==> config.mk <==
export PLATFORM = sky130hd
export DESIGN_NAME = nhm_mod
export DESIGN_NICKNAME = d
export VERILOG_FILES = /design/src/hdl/neighbourhood_hash_map_with_overflow_unit_macros.svh /design/src/hdl/nhm_pkg.sv /design/src/hdl/nhm_mod.sv
export SDC_FILE = /design/constraint.sdc
export NUM_CORES = 1
export LEC_CHECK = 0
export BUFFER_PORTS_ARGS = -buffer_cell sky130_fd_sc_hd__buf_2
export CAP_MARGIN = 20
export CORE_ASPECT_RATIO = 1.75
export CORE_MARGIN = 3
export CORE_UTILIZATION = 33
export CTS_CLUSTER_DIAMETER = 60
export DETAILED_ROUTE_END_ITERATION = 12
export MAX_ROUTING_LAYER = met4
export PLACE_DENSITY_LB_ADDON = 0.08
export SLEW_MARGIN = 0
export SYNTH_ARGS = -nofsm -noshare
export SYNTH_HDL_FRONTEND = slang
export SYNTH_SLANG_ARGS = --single-unit
export TNS_END_PERCENT = 30
==> constraint.sdc <==
create_clock -name clk -period 2.7 [get_ports clk]
set_clock_uncertainty 0.2 [all_clocks]
set_input_delay 0.405 -clock clk [delete_from_list [all_inputs] [get_ports clk]]
set_output_delay 0.405 -clock clk [all_outputs]
set_load 0.02 [all_outputs]
==> src/hdl/neighbourhood_hash_map_with_overflow_unit_macros.svh <==
// Assertion macros for the hash map unit
`ifndef NEIGHBOURHOOD_HASH_MAP_WITH_OVERFLOW_UNIT_MACROS_SVH
`define NEIGHBOURHOOD_HASH_MAP_WITH_OVERFLOW_UNIT_MACROS_SVH

// Implication checked on every rising clock edge while out of reset
`define NHM_ASSERT_IMPL(label, clk, rst_n, ante, cons, msg) \
    label: assert property (@(posedge clk) disable iff (!rst_n) (ante) |-> (cons)) \
        else $error(msg);

// Next-cycle implication checked while out of reset
`define NHM_ASSERT_NEXT(label, clk, rst_n, ante, cons, msg) \
    label: assert property (@(posedge clk) disable iff (!rst_n) (ante) |=> (cons)) \
        else $error(msg);

`endif

==> src/hdl/nhm_pkg.sv <==
// Package: constants, types and opcodes of the hash map unit
package nhm_pkg;

    localparam int TABLE_SLOTS      = 64;
    localparam int EXTRA_NEIGHBOURS = 3;
    localparam int BUCKET_DEPTH     = 4;
    localparam int WORD_BITS        = 32;
    localparam int SLOT_BITS        = $clog2(TABLE_SLOTS);
    localparam int BPOS_BITS        = $clog2(BUCKET_DEPTH);
    localparam int FILL_BITS        = $clog2(BUCKET_DEPTH + 1);
    localparam int PROBES           = EXTRA_NEIGHBOURS + 1;
    localparam int PROBE_BITS       = $clog2(PROBES + 1);
    localparam int COUNT_BITS       = 9;
    localparam int SIZE_BITS        = 7;
    localparam int HASH_BITS        = 32;
    localparam logic [SIZE_BITS-1:0] SIZE_RESET = 7'd53;
    localparam logic [SIZE_BITS-1:0] SIZE_FLOOR = 7'd4;

    typedef enum logic [1:0] {
        OP_FIND   = 2'd0,
        OP_INSERT = 2'd1,
        OP_REMOVE = 2'd2,
        OP_NONE   = 2'd3
    } op_t;

    typedef enum logic [1:0] {
        ST_DONE    = 2'd0,
        ST_MISSING = 2'd1,
        ST_FULL    = 2'd2,
        ST_SPARE   = 2'd3
    } status_t;

    // Home slot computation request/result
    typedef struct packed {
        logic                  start;
        logic [HASH_BITS-1:0]  hash;
        logic [SIZE_BITS-1:0]  size;
    } mod_req_t;

    typedef struct packed {
        logic                  done;
        logic [SLOT_BITS-1:0]  home;
    } mod_rsp_t;

endpackage

==> src/hdl/nhm_mod.sv <==
// Iterative restoring modulo of the hash code by the table size
module nhm_mod
    import nhm_pkg::*;
(
    input  logic     clk,
    input  logic     rst_n,
    input  mod_req_t req,
    output mod_rsp_t rsp
);

    localparam int STEP_BITS = $clog2(HASH_BITS + 1);

    logic [HASH_BITS-1:0] quo_reg, quo_next;
    logic [SIZE_BITS:0]   rem_reg, rem_next;
    logic [SIZE_BITS-1:0] div_reg, div_next;
    logic [STEP_BITS-1:0] cnt_reg, cnt_next;
    logic                 busy_reg, busy_next;
    logic                 done_reg, done_next;
    logic [SIZE_BITS+1:0] shifted;

    // One quotient bit per cycle
    always_comb
    begin
        quo_next  = quo_reg;
        rem_next  = rem_reg;
        div_next  = div_reg;
        cnt_next  = cnt_reg;
        busy_next = busy_reg;
        done_next = 1'b0;
        shifted   = {rem_reg, quo_reg[HASH_BITS-1]};
        if (req.start)
        begin
            quo_next  = req.hash;
            rem_next  = '0;
            div_next  = req.size;
            cnt_next  = STEP_BITS'(HASH_BITS);
            busy_next = 1'b1;
        end
        else if (busy_reg)
        begin
            quo_next = {quo_reg[HASH_BITS-2:0], 1'b0};
            if (shifted >= {2'b00, div_reg})
                rem_next = (SIZE_BITS+1)'(shifted - {2'b00, div_reg});
            else
                rem_next = (SIZE_BITS+1)'(shifted);
            cnt_next = cnt_reg - 1'b1;
            if (cnt_reg == STEP_BITS'(1))
            begin
                busy_next = 1'b0;
                done_next = 1'b1;
            end
        end
    end

    always_ff @(posedge clk or negedge rst_n)
    begin
        if (!rst_n)
        begin
            busy_reg <= 1'b0;
            done_reg <= 1'b0;
            cnt_reg  <= '0;
        end
        else
        begin
            busy_reg <= busy_next;
            done_reg <= done_next;
            cnt_reg  <= cnt_next;
        end
    end

    always_ff @(posedge clk)
    begin
        quo_reg <= quo_next;
        rem_reg <= rem_next;
        div_reg <= div_next;
    end

    assign rsp.done = done_reg;
    assign rsp.home = rem_reg[SLOT_BITS-1:0];

endmodule

==> reports/results.ini, run 1 <==
[global_route]
first_global_vias=1871
grt_pass1_wl_um=8870
grt-ovfl-total=0
grt_antenna_before_repair=0
grt_max_degree=33
grt_usage=0.129

[placement]
detailedPlace.worstSlack_ns=0.380
dp.final_hpwl_um=3910
gp_congestion=0.868
detailed_place.area_um2=3040
port-buffer-count=48
placedCellCount=339

[critical_path]
timing.setup.critical_path_class=reg -> reg
endpoint_kind=flop
r2r_end=rem_reg[0]$_SDFFE_PP0P_
start_kind=flop
crit-reg2reg-launch=rem_reg[1]$_SDFFE_PP0P_
critPathArrivalTime_ns=2.29
worstPathMaxFanout=5
timing.critical_path.from=rem_reg[1]$_SDFFE_PP0P_
worst_r2r_path_depth=6
reg2reg_slack_ns=0.41
cp.required_ns=2.71

[cells_and_area]
proportion_of_layout_cells_with_a_drive_suffix_above_1=0.376
largest_reg_flops=32
utilization=0.404
most-common-layout-cells=48 x buf_2, 39 x edfxtp_1, 32 x mux2_2
final_design_area_no_fill_um2=3210
finalNetCount=309
flow.area_growth_from_synthesis_pct=18.9
antennaDiodeCount=0
most_frequent_standard_cell_in_the_layout_excluding_fill_and_tap_cells=buf_2
finalNonFillerCells=348

[yosys]
postSynthCellCount=210
netlist-cell-type-count=39
synth.yosys.warnings=0
synthArstFlopShare=0.145
synth_edf_count=39
synth_seq_area_share=0.567
synth_fp_nets=262
synth_ff_type=edfxtp_1
synth.avg_cell_area_um2=12.9
syn-cell-area_um2=2700
synth-seq-cells=55

[timing]
fmaxAchievable_mhz=437
setup_viol=0
worst_hold_slack_ns=0.0888
post-route-period-util=0.847
worstMarginPinSlew_ns=0.465
setup-tns-final_ns=0
fin_ws_ns=0.413
slew_viol_final=0
grt_setup_unrepaired=false
post-route-min-period_ns=2.29
finalHoldViolCount=0
slew-limit-headroom=0.686

[routing]
dr.first_iter.drc_count=59
detailroute.via_count=1722
drc=0
drt-vias-per-instance=4.95
antenna_left=0
routedWlPerCell_um=15.2
drt-pass1-iter-count=4
totalWireLength_um=5280

[floorplan]
design.portCount=49
fp.dieH_um=126
start_util=0.339
core_um2=7960
chipWidth_um=74.4
die-area_um2=9350
core_rows=43

[clocking]
clk_latency_worst_skew_pair_ns=0.29
cts_buffers=5
cts_sinks=55
postCtsSetupBuffers=0
clk_transition_reported_paths_ns=0.07
htree_levels=2
root_buffer=clkbuf_16
cts_tree=built
cts_max_path_buffers=2

[pwr]
total_power_mw=2.98
power.density_cell_area_nw_per_um2=926
ir_drop_v=0.000420
p_leak_nw=1.34

[worst_hold_path]
worst_hold_path.endpoint=div_reg[0]$_DFFE_PP_
holdCritPathClass=in -> reg
min-delay-start=req[0]
hold_path_depth=1

[job]
timing.max_cap.violations=0

[run_status]
run_status=finished clean

==> cells by family after synthesis <==
group           synth area share
flops                      0.567
buf+inv                   0.0491
fa+ha+maj                 0.0491
simple gates               0.100
compound gates            0.0616
mux                        0.144
xor+xnor                  0.0292
==> worst max-delay path by stage <==
stage / end / cells after the start
6_report: rem_reg[0]$_SDFFE_PP0P_ / 6
5_1_grt: rem_reg[6]$_SDFFE_PP0P_ / 8
4_1_cts: rem_reg[0]$_SDFFE_PP0P_ / 6
3_5_place_dp: rem_reg[0]$_SDFFE_PP0P_ / 6
3_3_place_gp: rem_reg[0]$_SDFFE_PP0P_ / 6
2_1_floorplan: quo_reg[0]$_SDFFCE_PN0P_ / 4
==> report_power, final <==
group          internal (mW)  total, mW  switching [mW]  leakage [nW]
combinational          0.504       1.03           0.530         0.688
sequential              1.09       1.22           0.128         0.572
clock                  0.439      0.721           0.282        0.0781
==> routing by layer <==
layer / vias up / global-route usage / part of all wire
li1: 851 / - / -
met3: 8 / 0.0304 / 0.049
met4: 0 / 0.0597 / 0.032
met1: 825 / 0.146 / 0.39
met2: 38 / 0.210 / 0.53
met5: - / - / 0
==> cell type report <==
class / instances / area, um^2
multi-input combinational: 127 / 1040
sequential: 55 / 1530
timing repair buffer: 55 / 320
clock inverter: 1 / 30.0
fill: 791 / 4750
clock buffer: 7 / 133
inverter: 13 / 48.8
tap: 90 / 113
==> critical path, stage by stage (launching register included) <==
cell and delay [ns]:
dfxtp_1 0.36, ha_1 0.40, a21oi_2 0.23, a31oi_1 0.15, nor4_4 0.27, mux2_2 0.37, a211oi_1 0.23
==> cells in the mapped netlist, types with 3 or more instances <==
cell type	count	area share
dfxtp_1	8	0.059
mux2i_1	3	0.011
dfrtp_1	8	0.074
nand2_1	6	0.0083
nand3_1	3	0.0056
xnor2_1	5	0.016
a211oi_1	7	0.019
edfxtp_1	39	0.43
mux2_2	32	0.13
nor2_1	20	0.028
clkbuf_1	4	0.0056
buf_1	3	0.0042
ha_1	9	0.042
o21ai_0	3	0.0056
inv_1	13	0.018
nor3_1	3	0.0056
xor2_1	4	0.013
buf_4	7	0.019
a21oi_1	6	0.011
==> what timing repair did <==
item / 4_1_cts / 5_1_grt
hold buffers: 1 / 0
gates resized for setup: 0 / 0
hold endpoints to repair: 8 / 0
(Power assumes the default switching activity.)
==> inputs of run 2 (changes only) <==
==> constraint.sdc (replaced) <==
create_clock -name clk -period 1.9 [get_ports clk]
set_clock_uncertainty 0.2 [all_clocks]
set_input_delay 0.285 -clock clk [delete_from_list [all_inputs] [get_ports clk]]
set_output_delay 0.285 -clock clk [all_outputs]
set_load 0.02 [all_outputs]
==> run 2 against run 1 <==
The run now ends with negative setup slack left. Sequential power up 43%. Global-route usage up 0.30 points. Largest cell class unchanged. Hold slack worse by 0.0082 ns. Worst setup slack worse by 0.68 ns. Largest power group is now combinational logic. Highest routed layer unchanged. Combinational power up 99%. Clock power up 25%. Design area up 12%. Die area unchanged. Final cell count up 9.8%.
==> reports/results.ini, run 2 (synthesis results as in run 1) <==
[timing]
finalHoldViolCount=0  ; unchanged
fin_ws_ns=-0.268  ; was 0.413 ns
setup_viol=7  ; was 0
setup-tns-final_ns=-1.23  ; was 0 ns
slew_viol_final=0  ; unchanged
post-route-period-util=1.14  ; was 0.847
grt_setup_unrepaired=true  ; was false
post-route-min-period_ns=2.17  ; was 2.29 ns
worst_hold_slack_ns=0.0806  ; was 0.0888 ns
slew-limit-headroom=0.801  ; was 0.686
worstMarginPinSlew_ns=0.298  ; was 0.465 ns
fmaxAchievable_mhz=461  ; was 437 MHz

[global_route]
grt_pass1_wl_um=9260  ; was 8870 um
grt_max_degree=33  ; unchanged
first_global_vias=1954  ; was 1871
grt_antenna_before_repair=0  ; unchanged
grt-ovfl-total=0  ; unchanged
grt_usage=0.132  ; was 0.129

[clocking]
cts_tree=built  ; unchanged
cts_sinks=55  ; unchanged
clk_latency_worst_skew_pair_ns=0.29  ; about the same
cts_buffers=5  ; unchanged
clk_transition_reported_paths_ns=0.07  ; about the same
root_buffer=clkbuf_16  ; unchanged
cts_max_path_buffers=2  ; unchanged
htree_levels=2  ; unchanged

[pwr]
ir_drop_v=0.000554  ; was 0.000420 V
power.density_cell_area_nw_per_um2=1300  ; was 926 nW/um^2
p_leak_nw=1.50  ; was 1.34 nW

[cells_and_area]
finalNonFillerCells=382  ; was 348
nFillCells=763  ; was 791
most-common-layout-cells=48 x buf_2, 39 x edfxtp_1, 31 x mux2_2  ; was 48 x buf_2, 39 x edfxtp_1, 32 x mux2_2
flow.area_growth_from_synthesis_pct=33.8  ; was 18.9%
finalNetCount=343  ; was 309
antennaDiodeCount=0  ; unchanged
proportion_of_layout_cells_with_a_drive_suffix_above_1=0.507  ; was 0.376
largest_reg_flops=32  ; unchanged
most_frequent_standard_cell_in_the_layout_excluding_fill_and_tap_cells=buf_2  ; unchanged
utilization=0.454  ; was 0.404

[critical_path]
timing.setup.critical_path_class=reg -> reg  ; unchanged
endpoint_kind=flop  ; unchanged
critPathArrivalTime_ns=2.18  ; was 2.29 ns
worstPathMaxFanout=2  ; was 5
start_kind=flop  ; unchanged
cp.required_ns=1.91  ; was 2.71 ns

[worst_hold_path]
holdCritPathClass=in -> reg  ; unchanged

[run_status]
violated_checks=negative setup slack
run_status=finished, violations left  ; was finished clean

[routing]
routedWlPerCell_um=14.3  ; was 15.2 um
drt-pass1-iter-count=4  ; unchanged
detailroute.via_count=1860  ; was 1722
dr_wl_met2_um=2850  ; was 2780 um
drc=0  ; unchanged
antenna_left=0  ; unchanged
dr.first_iter.drc_count=67  ; was 59
totalWireLength_um=5480  ; was 5280 um
drt-vias-per-instance=4.87  ; was 4.95
met1_length_um=2330  ; was 2080 um
met3_wirelength_um=172  ; was 257 um
topmost_layer_with_routed_signal_wires=met4  ; unchanged

[floorplan]
core_um2=7960  ; unchanged
chipWidth_um=74.4  ; unchanged
start_util=0.339  ; unchanged
die-area_um2=9350  ; unchanged
design.portCount=49  ; unchanged
fp.dieH_um=126  ; unchanged
core_rows=43  ; unchanged

[placement]
gp_congestion=0.737  ; was 0.868
detailedPlace.worstSlack_ns=-0.377  ; was 0.380 ns
port-buffer-count=48  ; unchanged
placedCellCount=362  ; was 339
dp.final_hpwl_um=3950  ; was 3910 um

[job]
timing.max_cap.violations=0  ; unchanged

[run 2: changes by cell type in the layout (fill, tap and decap cells not counted), moves of 3 or more]
| cell | change |
|---|---|
| dlygate4sd3_1 | +7 |
| buf_4 | +26 |
| inv_1 | -5 |
| inv_2 | +4 |
| o21ai_0 | -3 |
| a21oi_1 | -3 |
| ha_1 | -6 |
| ha_4 | +6 |
[run 2: where the power goes]
group / switching, mW / internal [mW]
Combinational: 0.901 / 1.15
Sequential: 0.181 / 1.56
Clock: 0.420 / 0.481
Total: 1.50 / 3.19
[run 2: final cells by class]
type / instances / area (um^2) / share of cell area
flip-flops and latches: 55 / 1530 / 0.424
multi-input cells: 127 / 1180 / 0.326
repair buffers: 89 / 597 / 0.165
clock buffers: 5 / 125 / 0.0346
well taps: 90 / 113 / 0.0312
inverters: 13 / 52.6 / 0.0145
clock inverters: 3 / 15.0 / 0.00415
[run 2: per-layer routing]
metal  vias to the layer above  GRT usage
met3                         9     0.0288
li1                        920          -
met2                        41      0.210
met4                         0     0.0545
met1                       890      0.159
met5                         -          -
[run 2: critical path: stages (launching register included)]
cell      delay (ns)
edfxtp_1        0.38
inv_2           0.09
ha_4            0.13
fa_2            0.20
nand2b_4        0.13
a21oi_2         0.06
or4b_1          0.46
a31o_2          0.22
a311oi_2        0.24
[run 2: path summary, 6_finish.rpt]
kind | start | to | slack (ns) | cells past startpoint
setup / recovery | quo_reg[31]$_DFFE_PP_ | rem_reg[6]$_SDFFE_PP0P_ | -0.27 | 8
hold / removal | req[7] | quo_reg[0]$_SDFFCE_PN0P_ | 0.08 | 2
setup reg to reg | quo_reg[31]$_DFFE_PP_ | rem_reg[6]$_SDFFE_PP0P_ | -0.27 | 8
hold reg to reg | cnt_reg[5]$_DFFE_PN0P_ | cnt_reg[5]$_DFFE_PN0P_ | 0.33 | 2
max in group asynchronous | rst_n | done_reg$_DFF_PN0_ | 1.16 | 2
min in group asynchronous | rst_n | cnt_reg[1]$_DFFE_PN0P_ | 0.17 | 2
[run 2: repair_timing]
item | in CTS | in global routing
setup endpoints to repair | 8 | 9
hold buffers | 8 | 0
resized for setup | 22 | 5
buffers inserted | 3 | 1
hold endpoints to repair | 15 | 0
pin swaps | 10 | 6
[run 2: metrics by stage]
step	power (mW)	cell area [um^2]
after CTS	4.72	3590
final	4.69	3610
after floorplan	2.97	2740
after global routing	5.02	3610
after global placement	3.56	3250
after detailed placement	3.56	3250
==> inputs of run 3 (changes only) <==
--- a/config.mk
+++ b/config.mk
@@ -10,10 +10,11 @@
 export CORE_ASPECT_RATIO = 1.75
 export CORE_MARGIN = 3
 export CORE_UTILIZATION = 33
+export CTS_BUF_LIST = sky130_fd_sc_hd__clkbuf_2
 export CTS_CLUSTER_DIAMETER = 60
 export DETAILED_ROUTE_END_ITERATION = 12
 export MAX_ROUTING_LAYER = met4
-export PLACE_DENSITY_LB_ADDON = 0.08
+export PLACE_DENSITY = 0.52
 export SLEW_MARGIN = 0
 export SYNTH_ARGS = -nofsm -noshare
 export SYNTH_HDL_FRONTEND = slang
==> constraint.sdc (replaced) <==
create_clock -name clk -period 2.75 [get_ports clk]
set_clock_uncertainty 0.2 [all_clocks]
set_input_delay 0.4125 -clock clk [delete_from_list [all_inputs] [get_ports clk]]
set_output_delay 0.4125 -clock clk [all_outputs]
set_load 0.02 [all_outputs]
==> run 3 against run 2 <==
The flow now finishes without violations. Clock power fell by 66%. Clock-buffer cell count did not move. Die area did not move. Via count fell by 2.2%. First-iteration DRC count fell by 22%. Worst setup slack improved by 0.52 ns. Critical path depth did not move. Global-route usage fell by 0.99 points. Design area fell by 7.4%. Routed wire length fell by 6.0%. Critical path type unchanged.
==> reports/results.ini, run 3 (synthesis results as in run 1) <==
[timing]
worstMarginPinSlew_ns=0.483  ; was 0.298 ns
setup_viol=0  ; was 7
grt_setup_unrepaired=false  ; was true
post-route-min-period_ns=2.49  ; was 2.17 ns
slew-limit-headroom=0.678  ; was 0.801
setup-tns-final_ns=0  ; was -1.23 ns
finalHoldViolCount=0  ; unchanged
fmaxAchievable_mhz=401  ; was 461 MHz
slew_viol_final=0  ; unchanged
post-route-period-util=0.907  ; was 1.14

[pwr]
clock_power_share=0.122  ; was 0.192
power.density_cell_area_nw_per_um2=759  ; was 1300 nW/um^2
internal_power_mw=1.64  ; was 3.19 mW
sequential_power_share=0.471  ; was 0.371
share_comb_of_total_power=0.407  ; was 0.437
switching_portion_of_total_power=0.355  ; was 0.320
ir_drop_v=0.000379  ; was 0.000554 V
total_power_mw=2.54  ; was 4.69 mW
p_switching_mw=0.903  ; was 1.50 mW
p_leak_nw=1.39  ; was 1.50 nW

[floorplan]
fp.dieH_um=126  ; unchanged
design.portCount=49  ; unchanged
chipWidth_um=74.4  ; unchanged
die-area_um2=9350  ; unchanged
core_um2=7960  ; unchanged
start_util=0.339  ; unchanged
core_rows=43  ; unchanged

[clocking]
cts_max_path_buffers=2  ; unchanged
cts_buffers=5  ; unchanged
cts_tree=built  ; unchanged
cts_sinks=55  ; unchanged
htree_levels=2  ; unchanged
cts_resized=0  ; was 22
clk_transition_reported_paths_ns=0.27  ; was 0.07 ns
root_buffer=clkbuf_2  ; was clkbuf_16
clk_latency_worst_skew_pair_ns=0.45  ; was 0.29 ns

[cells_and_area]
utilization=0.420  ; was 0.454
most_frequent_standard_cell_in_the_layout_excluding_fill_and_tap_cells=buf_2  ; unchanged
largest_reg_flops=32  ; unchanged
finalNetCount=334  ; was 343
most-common-layout-cells=48 x buf_2, 39 x edfxtp_1, 32 x mux2_2  ; was 48 x buf_2, 39 x edfxtp_1, 31 x mux2_2
antennaDiodeCount=0  ; unchanged
proportion_of_layout_cells_with_a_drive_suffix_above_1=0.336  ; was 0.507
final_design_area_no_fill_um2=3350  ; was 3610 um^2
finalNonFillerCells=373  ; was 382
flow.area_growth_from_synthesis_pct=23.8  ; was 33.8%

[routing]
drc=0  ; unchanged
detailroute.via_count=1820  ; was 1860
dr.first_iter.drc_count=52  ; was 67
drt-pass1-iter-count=4  ; unchanged
antenna_left=0  ; unchanged
routedWlPerCell_um=13.8  ; was 14.3 um
totalWireLength_um=5150  ; was 5480 um
drt-vias-per-instance=4.88  ; was 4.87

[critical_path]
crit_family=compound AO/OA/AOI/OAI gates  ; was simple AND/OR/NAND/NOR gates
worstPathMaxFanout=9  ; was 2
critPathArrivalTime_ns=2.67  ; was 2.18 ns
timing.setup.critical_path_class=reg -> reg  ; unchanged
cp_num_buf_inv=2  ; was 1
cp.required_ns=2.92  ; was 1.91 ns
delay_of_the_slowest_cell_on_the_worst_path_ns=0.46  ; about the same
start_kind=flop  ; unchanged
worst_path_max_delay_cell=or4b_1  ; unchanged
endpoint_kind=flop  ; unchanged
crit_chain=inv_1 -> ha_1 -> a21oi_1 -> o21ai_0 -> nor4_4 -> buf_4 -> or4b_1 -> o311ai_0  ; was inv_2 -> ha_4 -> fa_2 -> nand2b_4 -> a21oi_2 -> or4b_1 -> a31o_2 -> a311oi_2

[global_route]
grt-ovfl-total=0  ; unchanged
grt_max_degree=44  ; was 33
first_global_vias=1905  ; was 1954
grt_usage=0.122  ; was 0.132
grt_pass1_wl_um=8650  ; was 9260 um
grt_antenna_before_repair=0  ; unchanged

[worst_hold_path]
holdCritPathClass=in -> reg  ; unchanged

[run_status]
run_status=finished clean  ; was finished, violations left

[placement]
dp.final_hpwl_um=3650  ; was 3950 um
port-buffer-count=48  ; unchanged
gp_congestion=0.749  ; was 0.737
detailed_place.area_um2=3030  ; was 3250 um^2
placedCellCount=337  ; was 362

[job]
timing.max_cap.violations=0  ; unchanged

==> run 3: routing by layer <==
layer  track usage  wire [um]  up-vias  part of all wire
met1         0.136       2050      866              0.40
met3        0.0224        170        9             0.033
met2         0.206       2790       44              0.54
met5             -          0        -                 0
li1              -          -      901                 -
met4        0.0535        142        0             0.028
==> run 3: metrics by stage <==
step	worst slack, ns	hold WS (ns)
floorplan	0.418	-0.0831
global placement	0.287	0.0711
detailed placement	0.277	0.0642
CTS	0.230	0.00174
global route	0.108	0.00239
finish	0.255	0.0404
==> run 3: worst paths after layout <==
kind,startpoint,to,slack (ns),cells after the start
worst max-delay path,div_reg[4]$_DFFE_PP_,rem_reg[1]$_SDFFE_PP0P_,0.26,8
worst min-delay path,req[8],quo_reg[1]$_DFFE_PP_,0.04,2
worst max register to register,div_reg[4]$_DFFE_PP_,rem_reg[1]$_SDFFE_PP0P_,0.26,8
worst min register to register,rem_reg[3]$_SDFFE_PP0P_,rem_reg[3]$_SDFFE_PP0P_,0.35,2
max in group asynchronous,rst_n,cnt_reg[1]$_DFFE_PN0P_,2.09,2
min in group asynchronous,rst_n,cnt_reg[0]$_DFFE_PN0P_,0.08,2
==> run 3: timing repair <==
item | CTS | global route
endpoints found under the hold margin | 34 | 1
hold buffers | 27 | 1
setup buffers | 0 | 0
==> run 3: power by group through the flow <==
stage / Clock [mW] / Sequential (mW) / Combinational [mW]
final: 0.309 / 1.20 / 1.04
after global routing: 0.351 / 1.23 / 1.16
after CTS: 0.339 / 1.20 / 1.05
after detailed placement: 0 / 1.22 / 1.01
after global placement: 0 / 1.22 / 1.00
after floorplan: 0 / 1.18 / 0.823
==> run 3: area by class of cell <==
class / instances / area [um^2]
well taps: 90 / 113
flip-flops and latches: 55 / 1530
clock buffers: 5 / 25.0
repair buffers: 80 / 576
inverters: 13 / 48.8
clock inverters: 3 / 15.0
fillers: 778 / 4620
multi-input cells: 127 / 1040
